$ cat src/ptvsl_pkg.sv
// Shared types and constants for the pan/tilt vector slew limiter.
// No dependencies; every other file in src imports this package.
package ptvsl_pkg;

    // Angle and arithmetic widths
    localparam int ANGLE_W    = 16;
    localparam int MAG_W      = 16;
    localparam int PROD_W     = 2 * MAG_W;
    localparam int ROOT_W     = MAG_W + 1;
    localparam int RAD_W      = 2 * ROOT_W;
    localparam int SQ_REM_W   = ROOT_W + 1;
    localparam int MUL_CNT_W  = $clog2(MAG_W);
    localparam int SQRT_CNT_W = $clog2(ROOT_W);

    // Register widths
    localparam int LIMIT_W    = 15;
    localparam int SPEED_W    = 16;
    localparam int RATE_W     = 10;
    localparam int DB_W       = 10;
    localparam int CFG_ADDR_W = 3;
    localparam int CFG_DATA_W = 16;

    // Reset values
    localparam logic [LIMIT_W-1:0] PAN_LIMIT_RST  = LIMIT_W'(4500);
    localparam logic [LIMIT_W-1:0] TILT_LIMIT_RST = LIMIT_W'(3000);
    localparam logic [SPEED_W-1:0] SPEED_RST      = SPEED_W'(9000);
    localparam logic [RATE_W-1:0]  RATE_RST       = RATE_W'(20);
    localparam logic [DB_W-1:0]    DB_RST         = DB_W'(10);

    typedef enum logic [CFG_ADDR_W-1:0] {
        REG_PAN_LIMIT     = 3'd0,
        REG_TILT_LIMIT    = 3'd1,
        REG_DEFAULT_SPEED = 3'd2,
        REG_TICK_RATE     = 3'd3,
        REG_DEADBAND      = 3'd4
    } ptvsl_reg_t;

    typedef enum logic {
        OP_SET  = 1'b0,
        OP_TICK = 1'b1
    } ptvsl_op_t;

    typedef enum logic [2:0] {
        ST_IDLE,
        ST_CHECK,
        ST_SQUARE,
        ST_ROOT,
        ST_DIVIDE,
        ST_UPDATE,
        ST_FINISH
    } ptvsl_state_t;

    typedef struct packed {
        ptvsl_op_t                 op;
        logic signed [ANGLE_W-1:0] pan_goal;
        logic signed [ANGLE_W-1:0] tilt_goal;
        logic [SPEED_W-1:0]        speed;
    } ptvsl_in_t;

    typedef struct packed {
        logic signed [ANGLE_W-1:0] pan_now;
        logic signed [ANGLE_W-1:0] tilt_now;
        logic                      moved;
        logic                      settled;
    } ptvsl_out_t;

endpackage

$ cat src/pan_tilt_vector_slew_limiter.sv
// Pan/tilt vector slew limiter: top level, sequencer and position state.
// Depends on ptvsl_pkg, ptvsl_mul, ptvsl_div and ptvsl_isqrt.
//
// Usage: items arrive on the s_ channel (valid/ready). A set-target item
// clamps the goal to the limit registers and stores the speed; a tick item
// moves the position one step towards the goal along the straight line.
// Every item yields exactly one transfer on the m_ channel with the current
// position and the moved / settled flags.
// Configuration registers are written on the cfg_ channel (index, data),
// which is always ready; write it only while the block is idle.
// A set-target item or a tick that finds the position within the deadband
// goes from the check state straight to the finishing state; a tick that
// snaps onto the goal skips the divide state. After the finishing state the
// sequencer is idle and can take the next input transfer.
// The long path is one item at a time through bit-serial units: multiply and
// speed/tick-rate divide, then square root, then divide.
// The input is taken again as soon as the sequencer is idle, even while a
// result sits unclaimed in the output register; a stalled receiver then
// holds the next result in the sequencer until the register frees up.
// Reset restores the register defaults, zeroes position and goal, speed 9000.
module pan_tilt_vector_slew_limiter (
    input  logic                              aclk,
    input  logic                              aresetn,
    input  logic                              s_valid,
    output logic                              s_ready,
    input  ptvsl_pkg::ptvsl_in_t              s_data,
    output logic                              m_valid,
    input  logic                              m_ready,
    output ptvsl_pkg::ptvsl_out_t             m_data,
    input  logic                              cfg_valid,
    output logic                              cfg_ready,
    input  logic [ptvsl_pkg::CFG_ADDR_W-1:0]  cfg_addr,
    input  logic [ptvsl_pkg::CFG_DATA_W-1:0]  cfg_wdata
);
    import ptvsl_pkg::*;

    function automatic logic [ANGLE_W-1:0] clamp_sym(
        input logic [ANGLE_W-1:0] v,
        input logic [LIMIT_W-1:0] lim
    );
        logic signed [ANGLE_W:0] vx;
        logic signed [ANGLE_W:0] hi;
        logic signed [ANGLE_W:0] lo;
        logic signed [ANGLE_W:0] r;
        vx = {v[ANGLE_W-1], v};
        hi = {2'b00, lim};
        lo = -hi;
        if (vx < lo) begin
            r = lo;
        end else if (vx > hi) begin
            r = hi;
        end else begin
            r = vx;
        end
        return r[ANGLE_W-1:0];
    endfunction

    // Configuration
    logic [LIMIT_W-1:0] pan_limit_reg, tilt_limit_reg;
    logic [SPEED_W-1:0] default_speed_reg;
    logic [RATE_W-1:0]  tick_rate_reg;
    logic [DB_W-1:0]    deadband_reg;

    // Position state
    logic [ANGLE_W-1:0] cur_pan_reg, cur_tilt_reg;
    logic [ANGLE_W-1:0] goal_pan_reg, goal_tilt_reg;
    logic [SPEED_W-1:0] active_speed_reg;

    ptvsl_state_t       state_reg, state_next;
    ptvsl_in_t          in_reg;
    logic [MAG_W-1:0]   step_reg;
    logic               snap_reg;
    logic               moved_reg;
    logic               m_valid_reg;
    ptvsl_out_t         m_data_reg;

    // Errors and flags
    logic signed [ANGLE_W:0] dp, dt;
    logic signed [ANGLE_W:0] neg_dp, neg_dt;
    logic [MAG_W-1:0]   mag_p, mag_t;
    logic               settled_now;
    logic [RATE_W-1:0]  rate_eff;

    // Unit handshakes and operands
    logic               mul_start, div_p_start, div_t_start, root_start;
    logic               mul_p_done, mul_t_done, div_p_done, div_t_done, root_done;
    logic [MAG_W-1:0]   mul_p_b, mul_t_b;
    logic [PROD_W-1:0]  mul_p_prod, mul_t_prod;
    logic [PROD_W-1:0]  div_p_dvd;
    logic [ROOT_W-1:0]  div_p_dsr;
    logic [MAG_W-1:0]   div_p_quot, div_t_quot;
    logic [RAD_W-1:0]   sum_sq;
    logic [ROOT_W-1:0]  root_len;

    logic               tick_run, sq_ready, root_ready, div_ready, snap, out_load;
    logic signed [ANGLE_W:0] delta_p, delta_t, sum_p, sum_t;
    logic [ANGLE_W-1:0] new_pan, new_tilt;

    always_comb begin
        dp     = {goal_pan_reg[ANGLE_W-1], goal_pan_reg} - {cur_pan_reg[ANGLE_W-1], cur_pan_reg};
        dt     = {goal_tilt_reg[ANGLE_W-1], goal_tilt_reg}
                 - {cur_tilt_reg[ANGLE_W-1], cur_tilt_reg};
        neg_dp = -dp;
        neg_dt = -dt;
        mag_p  = dp[ANGLE_W] ? neg_dp[MAG_W-1:0] : dp[MAG_W-1:0];
        mag_t  = dt[ANGLE_W] ? neg_dt[MAG_W-1:0] : dt[MAG_W-1:0];
        settled_now = (mag_p < MAG_W'(deadband_reg)) && (mag_t < MAG_W'(deadband_reg));
        rate_eff = (tick_rate_reg == '0) ? RATE_W'(1) : tick_rate_reg;
    end

    // Unit operands: squares and speed / tick rate first, then err * step and / length
    always_comb begin
        mul_p_b   = (state_reg == ST_CHECK) ? mag_p : div_p_quot;
        mul_t_b   = (state_reg == ST_CHECK) ? mag_t : div_p_quot;
        div_p_dvd = (state_reg == ST_CHECK) ? PROD_W'(active_speed_reg) : mul_p_prod;
        div_p_dsr = (state_reg == ST_CHECK) ? ROOT_W'(rate_eff) : root_len;
        sum_sq    = RAD_W'(mul_p_prod) + RAD_W'(mul_t_prod);
    end

    always_comb begin
        tick_run   = (in_reg.op == OP_TICK) && !settled_now;
        sq_ready   = mul_p_done && mul_t_done && div_p_done;
        root_ready = root_done && mul_p_done && mul_t_done;
        div_ready  = div_p_done && div_t_done;
        snap       = {1'b0, step_reg} >= root_len;
    end

    // Apply the step, truncating toward zero by sign-magnitude
    always_comb begin
        delta_p  = dp[ANGLE_W] ? -{1'b0, div_p_quot} : {1'b0, div_p_quot};
        delta_t  = dt[ANGLE_W] ? -{1'b0, div_t_quot} : {1'b0, div_t_quot};
        sum_p    = {cur_pan_reg[ANGLE_W-1], cur_pan_reg} + delta_p;
        sum_t    = {cur_tilt_reg[ANGLE_W-1], cur_tilt_reg} + delta_t;
        new_pan  = snap_reg ? goal_pan_reg  : sum_p[ANGLE_W-1:0];
        new_tilt = snap_reg ? goal_tilt_reg : sum_t[ANGLE_W-1:0];
    end

    // Next state
    always_comb begin
        state_next = state_reg;
        unique case (state_reg)
            ST_IDLE: begin
                if (s_valid) begin
                    state_next = ST_CHECK;
                end
            end
            ST_CHECK: begin
                state_next = tick_run ? ST_SQUARE : ST_FINISH;
            end
            ST_SQUARE: begin
                if (sq_ready) begin
                    state_next = ST_ROOT;
                end
            end
            ST_ROOT: begin
                if (root_ready) begin
                    state_next = snap ? ST_UPDATE : ST_DIVIDE;
                end
            end
            ST_DIVIDE: begin
                if (div_ready) begin
                    state_next = ST_UPDATE;
                end
            end
            ST_UPDATE: begin
                state_next = ST_FINISH;
            end
            ST_FINISH: begin
                if (out_load) begin
                    state_next = ST_IDLE;
                end
            end
            default: begin
                state_next = ST_IDLE;
            end
        endcase
    end

    // Sequencer outputs
    always_comb begin
        s_ready     = 1'b0;
        mul_start   = 1'b0;
        div_p_start = 1'b0;
        div_t_start = 1'b0;
        root_start  = 1'b0;
        out_load    = 1'b0;
        unique case (state_reg)
            ST_IDLE: begin
                s_ready = 1'b1;
            end
            ST_CHECK: begin
                mul_start   = tick_run;
                div_p_start = tick_run;
            end
            ST_SQUARE: begin
                root_start = sq_ready;
                mul_start  = sq_ready;
            end
            ST_ROOT: begin
                div_p_start = root_ready && !snap;
                div_t_start = root_ready && !snap;
            end
            ST_DIVIDE, ST_UPDATE: begin
            end
            ST_FINISH: begin
                out_load = !m_valid_reg || m_ready;
            end
            default: begin
            end
        endcase
    end

    always_ff @(posedge aclk) begin
        if (!aresetn) begin
            state_reg <= ST_IDLE;
        end else begin
            state_reg <= state_next;
        end
    end

    // Configuration registers
    always_ff @(posedge aclk) begin
        if (!aresetn) begin
            pan_limit_reg     <= PAN_LIMIT_RST;
            tilt_limit_reg    <= TILT_LIMIT_RST;
            default_speed_reg <= SPEED_RST;
            tick_rate_reg     <= RATE_RST;
            deadband_reg      <= DB_RST;
        end else if (cfg_valid) begin
            unique case (cfg_addr)
                REG_PAN_LIMIT:     pan_limit_reg     <= cfg_wdata[LIMIT_W-1:0];
                REG_TILT_LIMIT:    tilt_limit_reg    <= cfg_wdata[LIMIT_W-1:0];
                REG_DEFAULT_SPEED: default_speed_reg <= cfg_wdata[SPEED_W-1:0];
                REG_TICK_RATE:     tick_rate_reg     <= cfg_wdata[RATE_W-1:0];
                REG_DEADBAND:      deadband_reg      <= cfg_wdata[DB_W-1:0];
                default: begin
                end
            endcase
        end
    end

    assign cfg_ready = 1'b1;

    // Position, goal and speed
    always_ff @(posedge aclk) begin
        if (!aresetn) begin
            cur_pan_reg      <= '0;
            cur_tilt_reg     <= '0;
            goal_pan_reg     <= '0;
            goal_tilt_reg    <= '0;
            active_speed_reg <= SPEED_RST;
            moved_reg        <= 1'b0;
        end else begin
            if (state_reg == ST_CHECK) begin
                moved_reg <= 1'b0;
                if (in_reg.op == OP_SET) begin
                    goal_pan_reg     <= clamp_sym(in_reg.pan_goal, pan_limit_reg);
                    goal_tilt_reg    <= clamp_sym(in_reg.tilt_goal, tilt_limit_reg);
                    active_speed_reg <= (in_reg.speed == '0) ? default_speed_reg
                                                             : in_reg.speed;
                end
            end
            if (state_reg == ST_UPDATE) begin
                cur_pan_reg  <= new_pan;
                cur_tilt_reg <= new_tilt;
                moved_reg    <= (new_pan != cur_pan_reg) || (new_tilt != cur_tilt_reg);
            end
        end
    end

    // Item and step holding registers
    always_ff @(posedge aclk) begin
        if (s_valid && s_ready) begin
            in_reg <= s_data;
        end
        if (state_reg == ST_SQUARE && sq_ready) begin
            step_reg <= div_p_quot;
        end
        if (state_reg == ST_ROOT && root_ready) begin
            snap_reg <= snap;
        end
    end

    // Output register
    always_ff @(posedge aclk) begin
        if (!aresetn) begin
            m_valid_reg <= 1'b0;
        end else if (out_load) begin
            m_valid_reg <= 1'b1;
        end else if (m_ready) begin
            m_valid_reg <= 1'b0;
        end
    end

    always_ff @(posedge aclk) begin
        if (out_load) begin
            m_data_reg.pan_now  <= cur_pan_reg;
            m_data_reg.tilt_now <= cur_tilt_reg;
            m_data_reg.moved    <= moved_reg;
            m_data_reg.settled  <= settled_now;
        end
    end

    assign m_valid = m_valid_reg;
    assign m_data  = m_data_reg;

    ptvsl_mul u_mul_p (
        .aclk    (aclk),
        .aresetn (aresetn),
        .start   (mul_start),
        .mcand   (mag_p),
        .mplier  (mul_p_b),
        .prod    (mul_p_prod),
        .done    (mul_p_done)
    );

    ptvsl_mul u_mul_t (
        .aclk    (aclk),
        .aresetn (aresetn),
        .start   (mul_start),
        .mcand   (mag_t),
        .mplier  (mul_t_b),
        .prod    (mul_t_prod),
        .done    (mul_t_done)
    );

    ptvsl_isqrt u_isqrt (
        .aclk     (aclk),
        .aresetn  (aresetn),
        .start    (root_start),
        .radicand (sum_sq),
        .root     (root_len),
        .done     (root_done)
    );

    ptvsl_div u_div_p (
        .aclk     (aclk),
        .aresetn  (aresetn),
        .start    (div_p_start),
        .dividend (div_p_dvd),
        .divisor  (div_p_dsr),
        .quot     (div_p_quot),
        .done     (div_p_done)
    );

    ptvsl_div u_div_t (
        .aclk     (aclk),
        .aresetn  (aresetn),
        .start    (div_t_start),
        .dividend (mul_t_prod),
        .divisor  (root_len),
        .quot     (div_t_quot),
        .done     (div_t_done)
    );

    // A result is only ever loaded from the finishing state
    a_load_from_finish: assert property (@(posedge aclk) disable iff (!aresetn)
        $rose(m_valid_reg) |-> $past(state_reg == ST_FINISH))
        else $error("result transfer raised outside the finishing state");

    // The goal only changes while a set-target item is being applied
    a_goal_hold: assert property (@(posedge aclk) disable iff (!aresetn)
        (state_reg != ST_CHECK) |=> ($stable(goal_pan_reg) && $stable(goal_tilt_reg)))
        else $error("goal changed outside the check state");

    // The position only changes in the update state
    a_pos_hold: assert property (@(posedge aclk) disable iff (!aresetn)
        (state_reg != ST_UPDATE) |=> ($stable(cur_pan_reg) && $stable(cur_tilt_reg)))
        else $error("position changed outside the update state");

    // Never restart a serial unit that is still running
    a_mul_idle: assert property (@(posedge aclk) disable iff (!aresetn)
        mul_start |-> (mul_p_done && mul_t_done))
        else $error("multiplier restarted while busy");

    a_div_idle: assert property (@(posedge aclk) disable iff (!aresetn)
        (div_p_start || div_t_start || root_start) |-> (div_p_done && div_t_done && root_done))
        else $error("divider or square root restarted while busy");

endmodule

$ cat src/ptvsl_mul.sv
// Bit-serial shift-and-add multiplier, one multiplier bit per cycle.
// Depends on ptvsl_pkg.
module ptvsl_mul (
    input  logic                          aclk,
    input  logic                          aresetn,
    input  logic                          start,
    input  logic [ptvsl_pkg::MAG_W-1:0]   mcand,
    input  logic [ptvsl_pkg::MAG_W-1:0]   mplier,
    output logic [ptvsl_pkg::PROD_W-1:0]  prod,
    output logic                          done
);
    import ptvsl_pkg::*;

    logic [MAG_W-1:0]     mcand_reg;
    logic [PROD_W-1:0]    acc_reg, acc_next;
    logic [MUL_CNT_W-1:0] cnt_reg, cnt_next;
    logic                 busy_reg, busy_next;
    logic [MAG_W:0]       part;

    always_comb begin
        part = {1'b0, acc_reg[PROD_W-1:MAG_W]} + (acc_reg[0] ? {1'b0, mcand_reg} : '0);
        acc_next  = acc_reg;
        cnt_next  = cnt_reg;
        busy_next = busy_reg;
        if (start) begin
            acc_next  = {{MAG_W{1'b0}}, mplier};
            cnt_next  = '0;
            busy_next = 1'b1;
        end else if (busy_reg) begin
            // add on the low bit, then shift the whole product right
            acc_next = {part, acc_reg[MAG_W-1:1]};
            cnt_next = cnt_reg + 1'b1;
            if (cnt_reg == MUL_CNT_W'(MAG_W - 1)) begin
                busy_next = 1'b0;
            end
        end
    end

    always_ff @(posedge aclk) begin
        if (!aresetn) begin
            busy_reg <= 1'b0;
            cnt_reg  <= '0;
        end else begin
            busy_reg <= busy_next;
            cnt_reg  <= cnt_next;
        end
    end

    always_ff @(posedge aclk) begin
        acc_reg <= acc_next;
        if (start) begin
            mcand_reg <= mcand;
        end
    end

    assign prod = acc_reg;
    assign done = ~busy_reg;

endmodule

$ cat src/ptvsl_div.sv
// Restoring divider, one quotient bit per cycle, MAG_W-bit quotient.
// Needs dividend below divisor * 2**MAG_W. Depends on ptvsl_pkg.
module ptvsl_div (
    input  logic                          aclk,
    input  logic                          aresetn,
    input  logic                          start,
    input  logic [ptvsl_pkg::PROD_W-1:0]  dividend,
    input  logic [ptvsl_pkg::ROOT_W-1:0]  divisor,
    output logic [ptvsl_pkg::MAG_W-1:0]   quot,
    output logic                          done
);
    import ptvsl_pkg::*;

    logic [ROOT_W-1:0]    rem_reg, rem_next;
    logic [ROOT_W-1:0]    dsr_reg;
    logic [MAG_W-1:0]     q_reg, q_next;
    logic [MUL_CNT_W-1:0] cnt_reg, cnt_next;
    logic                 busy_reg, busy_next;
    logic [ROOT_W:0]      shifted;
    logic [ROOT_W:0]      diff;
    logic                 ge;

    always_comb begin
        shifted   = {rem_reg, q_reg[MAG_W-1]};
        diff      = shifted - {1'b0, dsr_reg};
        ge        = shifted >= {1'b0, dsr_reg};
        rem_next  = rem_reg;
        q_next    = q_reg;
        cnt_next  = cnt_reg;
        busy_next = busy_reg;
        if (start) begin
            rem_next  = ROOT_W'(dividend[PROD_W-1:MAG_W]);
            q_next    = dividend[MAG_W-1:0];
            cnt_next  = '0;
            busy_next = 1'b1;
        end else if (busy_reg) begin
            rem_next = ge ? diff[ROOT_W-1:0] : shifted[ROOT_W-1:0];
            q_next   = {q_reg[MAG_W-2:0], ge};
            cnt_next = cnt_reg + 1'b1;
            if (cnt_reg == MUL_CNT_W'(MAG_W - 1)) begin
                busy_next = 1'b0;
            end
        end
    end

    always_ff @(posedge aclk) begin
        if (!aresetn) begin
            busy_reg <= 1'b0;
            cnt_reg  <= '0;
        end else begin
            busy_reg <= busy_next;
            cnt_reg  <= cnt_next;
        end
    end

    always_ff @(posedge aclk) begin
        rem_reg <= rem_next;
        q_reg   <= q_next;
        if (start) begin
            dsr_reg <= divisor;
        end
    end

    assign quot = q_reg;
    assign done = ~busy_reg;

endmodule

$ cat src/ptvsl_isqrt.sv
// Digit-by-digit integer square root, two radicand bits per cycle.
// Root is the floor of the square root. Depends on ptvsl_pkg.
module ptvsl_isqrt (
    input  logic                          aclk,
    input  logic                          aresetn,
    input  logic                          start,
    input  logic [ptvsl_pkg::RAD_W-1:0]   radicand,
    output logic [ptvsl_pkg::ROOT_W-1:0]  root,
    output logic                          done
);
    import ptvsl_pkg::*;

    logic [RAD_W-1:0]      rad_reg, rad_next;
    logic [SQ_REM_W-1:0]   rem_reg, rem_next;
    logic [ROOT_W-1:0]     root_reg, root_next;
    logic [SQRT_CNT_W-1:0] cnt_reg, cnt_next;
    logic                  busy_reg, busy_next;
    logic [SQ_REM_W+1:0]   shifted;
    logic [SQ_REM_W+1:0]   trial;
    logic [SQ_REM_W+1:0]   diff;
    logic                  ge;

    always_comb begin
        shifted   = {rem_reg, rad_reg[RAD_W-1 -: 2]};
        trial     = {1'b0, root_reg, 2'b01};
        diff      = shifted - trial;
        ge        = shifted >= trial;
        rad_next  = rad_reg;
        rem_next  = rem_reg;
        root_next = root_reg;
        cnt_next  = cnt_reg;
        busy_next = busy_reg;
        if (start) begin
            rad_next  = radicand;
            rem_next  = '0;
            root_next = '0;
            cnt_next  = '0;
            busy_next = 1'b1;
        end else if (busy_reg) begin
            rad_next  = {rad_reg[RAD_W-3:0], 2'b00};
            rem_next  = ge ? diff[SQ_REM_W-1:0] : shifted[SQ_REM_W-1:0];
            root_next = {root_reg[ROOT_W-2:0], ge};
            cnt_next  = cnt_reg + 1'b1;
            if (cnt_reg == SQRT_CNT_W'(ROOT_W - 1)) begin
                busy_next = 1'b0;
            end
        end
    end

    always_ff @(posedge aclk) begin
        if (!aresetn) begin
            busy_reg <= 1'b0;
            cnt_reg  <= '0;
        end else begin
            busy_reg <= busy_next;
            cnt_reg  <= cnt_next;
        end
    end

    always_ff @(posedge aclk) begin
        rad_reg  <= rad_next;
        rem_reg  <= rem_next;
        root_reg <= root_next;
    end

    assign root = root_reg;
    assign done = ~busy_reg;

endmodule

$ cat config.mk
export PLATFORM = sky130hd
export DESIGN_NAME = pan_tilt_vector_slew_limiter
export DESIGN_NICKNAME = d
export VERILOG_FILES = /design/src/ptvsl_pkg.sv /design/src/pan_tilt_vector_slew_limiter.sv /design/src/ptvsl_mul.sv /design/src/ptvsl_div.sv /design/src/ptvsl_isqrt.sv
export SDC_FILE = /design/constraint.sdc
export NUM_CORES = 2
export LEC_CHECK = 0
export BUFFER_PORTS_ARGS = -buffer_cell sky130_fd_sc_hd__buf_2
export CORE_MARGIN = 2
export CORE_UTILIZATION = 30
export CTS_BUF_LIST = sky130_fd_sc_hd__clkbuf_4 sky130_fd_sc_hd__clkbuf_8
export CTS_CLUSTER_DIAMETER = 30
export DETAILED_ROUTE_END_ITERATION = 8
export GPL_TIMING_DRIVEN = 0
export PLACE_DENSITY = 0.53
export SYNTH_ARGS = -nofsm -noshare
export SYNTH_HDL_FRONTEND = slang
export SYNTH_SLANG_ARGS = --single-unit
$ cat constraint.sdc
create_clock -name aclk -period 8.5 [get_ports aclk]
set_input_delay 0.85 -clock aclk [delete_from_list [all_inputs] [get_ports aclk]]
set_output_delay 0.85 -clock aclk [all_outputs]
set_load 0.1 [all_outputs]
==> impl_metrics.json <==
{
  "wl_met1_um": 53130,
  "status": "completed",
  "ctsHtreeMaxLevel": 4,
  "ys.flop_type": "edfxtp_1",
  "yosysUniqueCellTypes": 89,
  "critical_path_class": "reg2reg",
  "initial_core_util": 0.3019,
  "ys_seq_area_frac": 0.3943,
  "top_layer_used": "met5",
  "yosysTopAreaCellShare": 0.2537,
  "totalWireLength_um": 120600,
  "min_from": "s_data[37]",
  "worst-r2r-setup-slack_ns": 0.64,
  "slew_violations": 0,
  "yosysMostFrequentCell": "nand2_1",
  "worstPathRequired_ns": 8.86,
  "synth_commonest_cells": "421 x nand2_1, 331 x nor2_1, 296 x edfxtp_1",
  "grt_max_degree": 42,
  "numPortBuffers": 107,
  "final-setup-viol-count": 0,
  "ctsLongestPathBuffers": 3,
  "period_needed_ns": 7.861,
  "syn-cell-area_sq_um": 35040,
  "min_to": "in_reg[37]",
  "hold_buffers": 0,
  "worst_pin_slew_ns": 1.118,
  "overflow": 0,
  "fp.dieH_um": 345.7,
  "drc": 0,
  "gp_congestion": 0.9511,
  "final_util": 0.3535,
  "syn_avg_cell_area_sq_um": 8.986,
  "final_hold_viol_count": 0,
  "timing.rr.end": "u_div_p.dsr_reg[11]",
  "slew-limit-headroom": 0.2525,
  "finalCritPeriodShare": 0.9248,
  "clock-root-buffer": "clkbuf_8",
  "synth.area.top_cells": "edfxtp_1 25%, dfxtp_1 14%, ha_1 10%",
  "postCtsSetupRepairBufs": 0,
  "worstReg2RegStart": "goal_tilt_reg[1]",
  "rsz0062_at_grt": "no",
  "startpoint_type": "flop",
  "drive_gt1_frac": 0.1080,
  "crit_path_end_kind": "flop",
  "arrival_ns": 8.22,
  "reg2regPathDepth": 26,
  "synth_seq_cells": 542,
  "dp_hpwl_um": 93570,
  "antenna_found_initial": 7,
  "fmaxAchievable_ghz": 0.1272,
  "mappedNetlistNets": 4274,
  "drtIter0Drc": 2489,
  "rows": 125,
  "cts_sinks": 542,
  "clk_pin_slew_worst_paths_ns": 0.05,
  "routed-wl-met3_um": 7054,
  "holdPathStages": 1,
  "clock_insertion_delay_worst_skew_ns": 0.85,
  "async_flop_share": 0,
  "syn_to_final_growth_pct": 17.08,
  "syn_inst": 3899,
  "synth_edf_count": 296,
  "first_global_vias": 29276,
  "die_x_um": 345.7,
  "grt_pass1_wl_um": 181000,
  "yosys.area.top_type": "edfxtp_1",
  "finalSetupTns_ns": 0,
  "final_cells": 5803,
  "layout.nets": 4532,
  "yosysWarningCount": 0,
  "detail_route.vias_per_cell": 5.200,
  "hold_class": "in2reg",
  "design.portCount": 110,
  "coreArea_sq_um": 116000,
  "final_antenna_net_count": 0,
  "worst-path-max-fanout": 17,
  "maxCapViolCount": 0,
  "fin_skew_ns": 0.05396,
  "grt_use_total": 0.1975,
  "met2_length_um": 56080,
  "dieArea_sq_um": 119500,
  "largest_reg_flops": 49,
  "cts_tree": "done",
  "vias": 30178,
  "place_inst": 5536,
  "wire_per_inst_um": 20.78,
  "numCtsBuffers": 143,
  "drtPass1Iterations": 6
}
-- per-layer routing --
layer,up-vias,GRT usage
met5,-,0
met4,2,0.07682
li1,14600,-
met3,224,0.03302
met1,14411,0.2566
met2,941,0.3269
-- timing repair --
| action | 4_1_cts | 5_1_grt |
|---|---|---|
| hold endpoints to repair | 0 | 0 |
| endpoints found under the setup margin | 0 | 49 |
| gates resized for setup | 0 | 2 |
-- stage by stage --
step	area [sq um]	worst slack (ns)	hold WS, ns
final	41020	0.6390	0.1700
after global routing	41020	0.1369	0.1225
after CTS	41000	0.1896	0.08883
after detailed placement	37590	0.3005	0.4475
after global placement	37480	-0.3305	0.4468
after floorplan	35040	2.007	0.4000
-- area by class of cell --
cell class,count,area [sq um]
Fill cell,12032,75030
Multi-Input combinational cell,2927,19570
Sequential cell,542,13810
Clock buffer,184,2376
Tap cell,1524,1907
Clock inverter,80,1035
Inverter,262,983.4
Buffer,168,693.2
Timing Repair Buffer,113,633.1
Antenna cell,3,7.507
-- worst max-delay path, stage by stage, from the launching register on --
cell and delay [ns]:
dfxtp_1 0.59, inv_1 0.22, fa_1 0.47, nand2b_1 0.19, a21oi_2 0.29, o31a_1 0.25, nor3_1 0.11, o31ai_1 0.44
nand2_1 0.28, clkbuf_1 0.30, nand2_1 0.13, o21ai_1 0.28, ha_1 0.38, a21boi_0 0.12, o21a_1 0.19, o21a_1 0.17
o21a_1 0.16, o21ai_0 0.14, a21oi_1 0.09, o211a_1 0.20, a2111oi_0 0.39, o2111ai_1 0.26, or4_4 0.53, buf_2 0.22
nand2_1 0.11, buf_2 0.30, nand2_1 0.53
-- cells in the final DEF, fill, tap and decap left out, types with 78 or more instances in the layout --
cell type / instances
nand2_1: 421
nor2_1: 331
edfxtp_1: 296
ha_1: 293
a21oi_1: 287
o21ai_0: 268
inv_1: 260
dfxtp_1: 246
clkbuf_8: 159
xnor2_1: 158
clkbuf_1: 145
buf_2: 117
mux2i_1: 98
xor2_1: 93
nand3_1: 78
-- kinds of logic after synthesis --
family                   count (synthesis)  share of synthesized area
AO/OA/AOI/OAI                         1033                     0.1874
XOR/XNOR                               251                    0.06275
buffers and inverters                  430                    0.04778
flip-flops                             542                     0.3943
other                                    1                  0.0001070
AND/OR/NAND/NOR                       1224                     0.1628
adder cells (fa/ha/maj)                302                     0.1098
multiplexers                           116                    0.03518
-- how the worst max path moves through the flow --
stage                           from                   to  slack (ns)  depth (start not counted)
floorplan            cur_tilt_reg[0]      u_div_p.quot[0]        2.01                         26
global placement    goal_tilt_reg[1]     u_div_p.quot[13]       -0.33                         24
detailed placement  goal_tilt_reg[1]     u_div_p.quot[12]        0.30                         24
CTS                 goal_tilt_reg[1]      u_div_p.quot[6]        0.19                         24
global route        goal_tilt_reg[1]   u_div_p.dsr_reg[8]        0.14                         26
finish              goal_tilt_reg[1]  u_div_p.dsr_reg[11]        0.64                         26
Power is left out: the tool's default activity adds up to more than one toggle a clock period on the data nets, which glitch-free logic cannot reach.
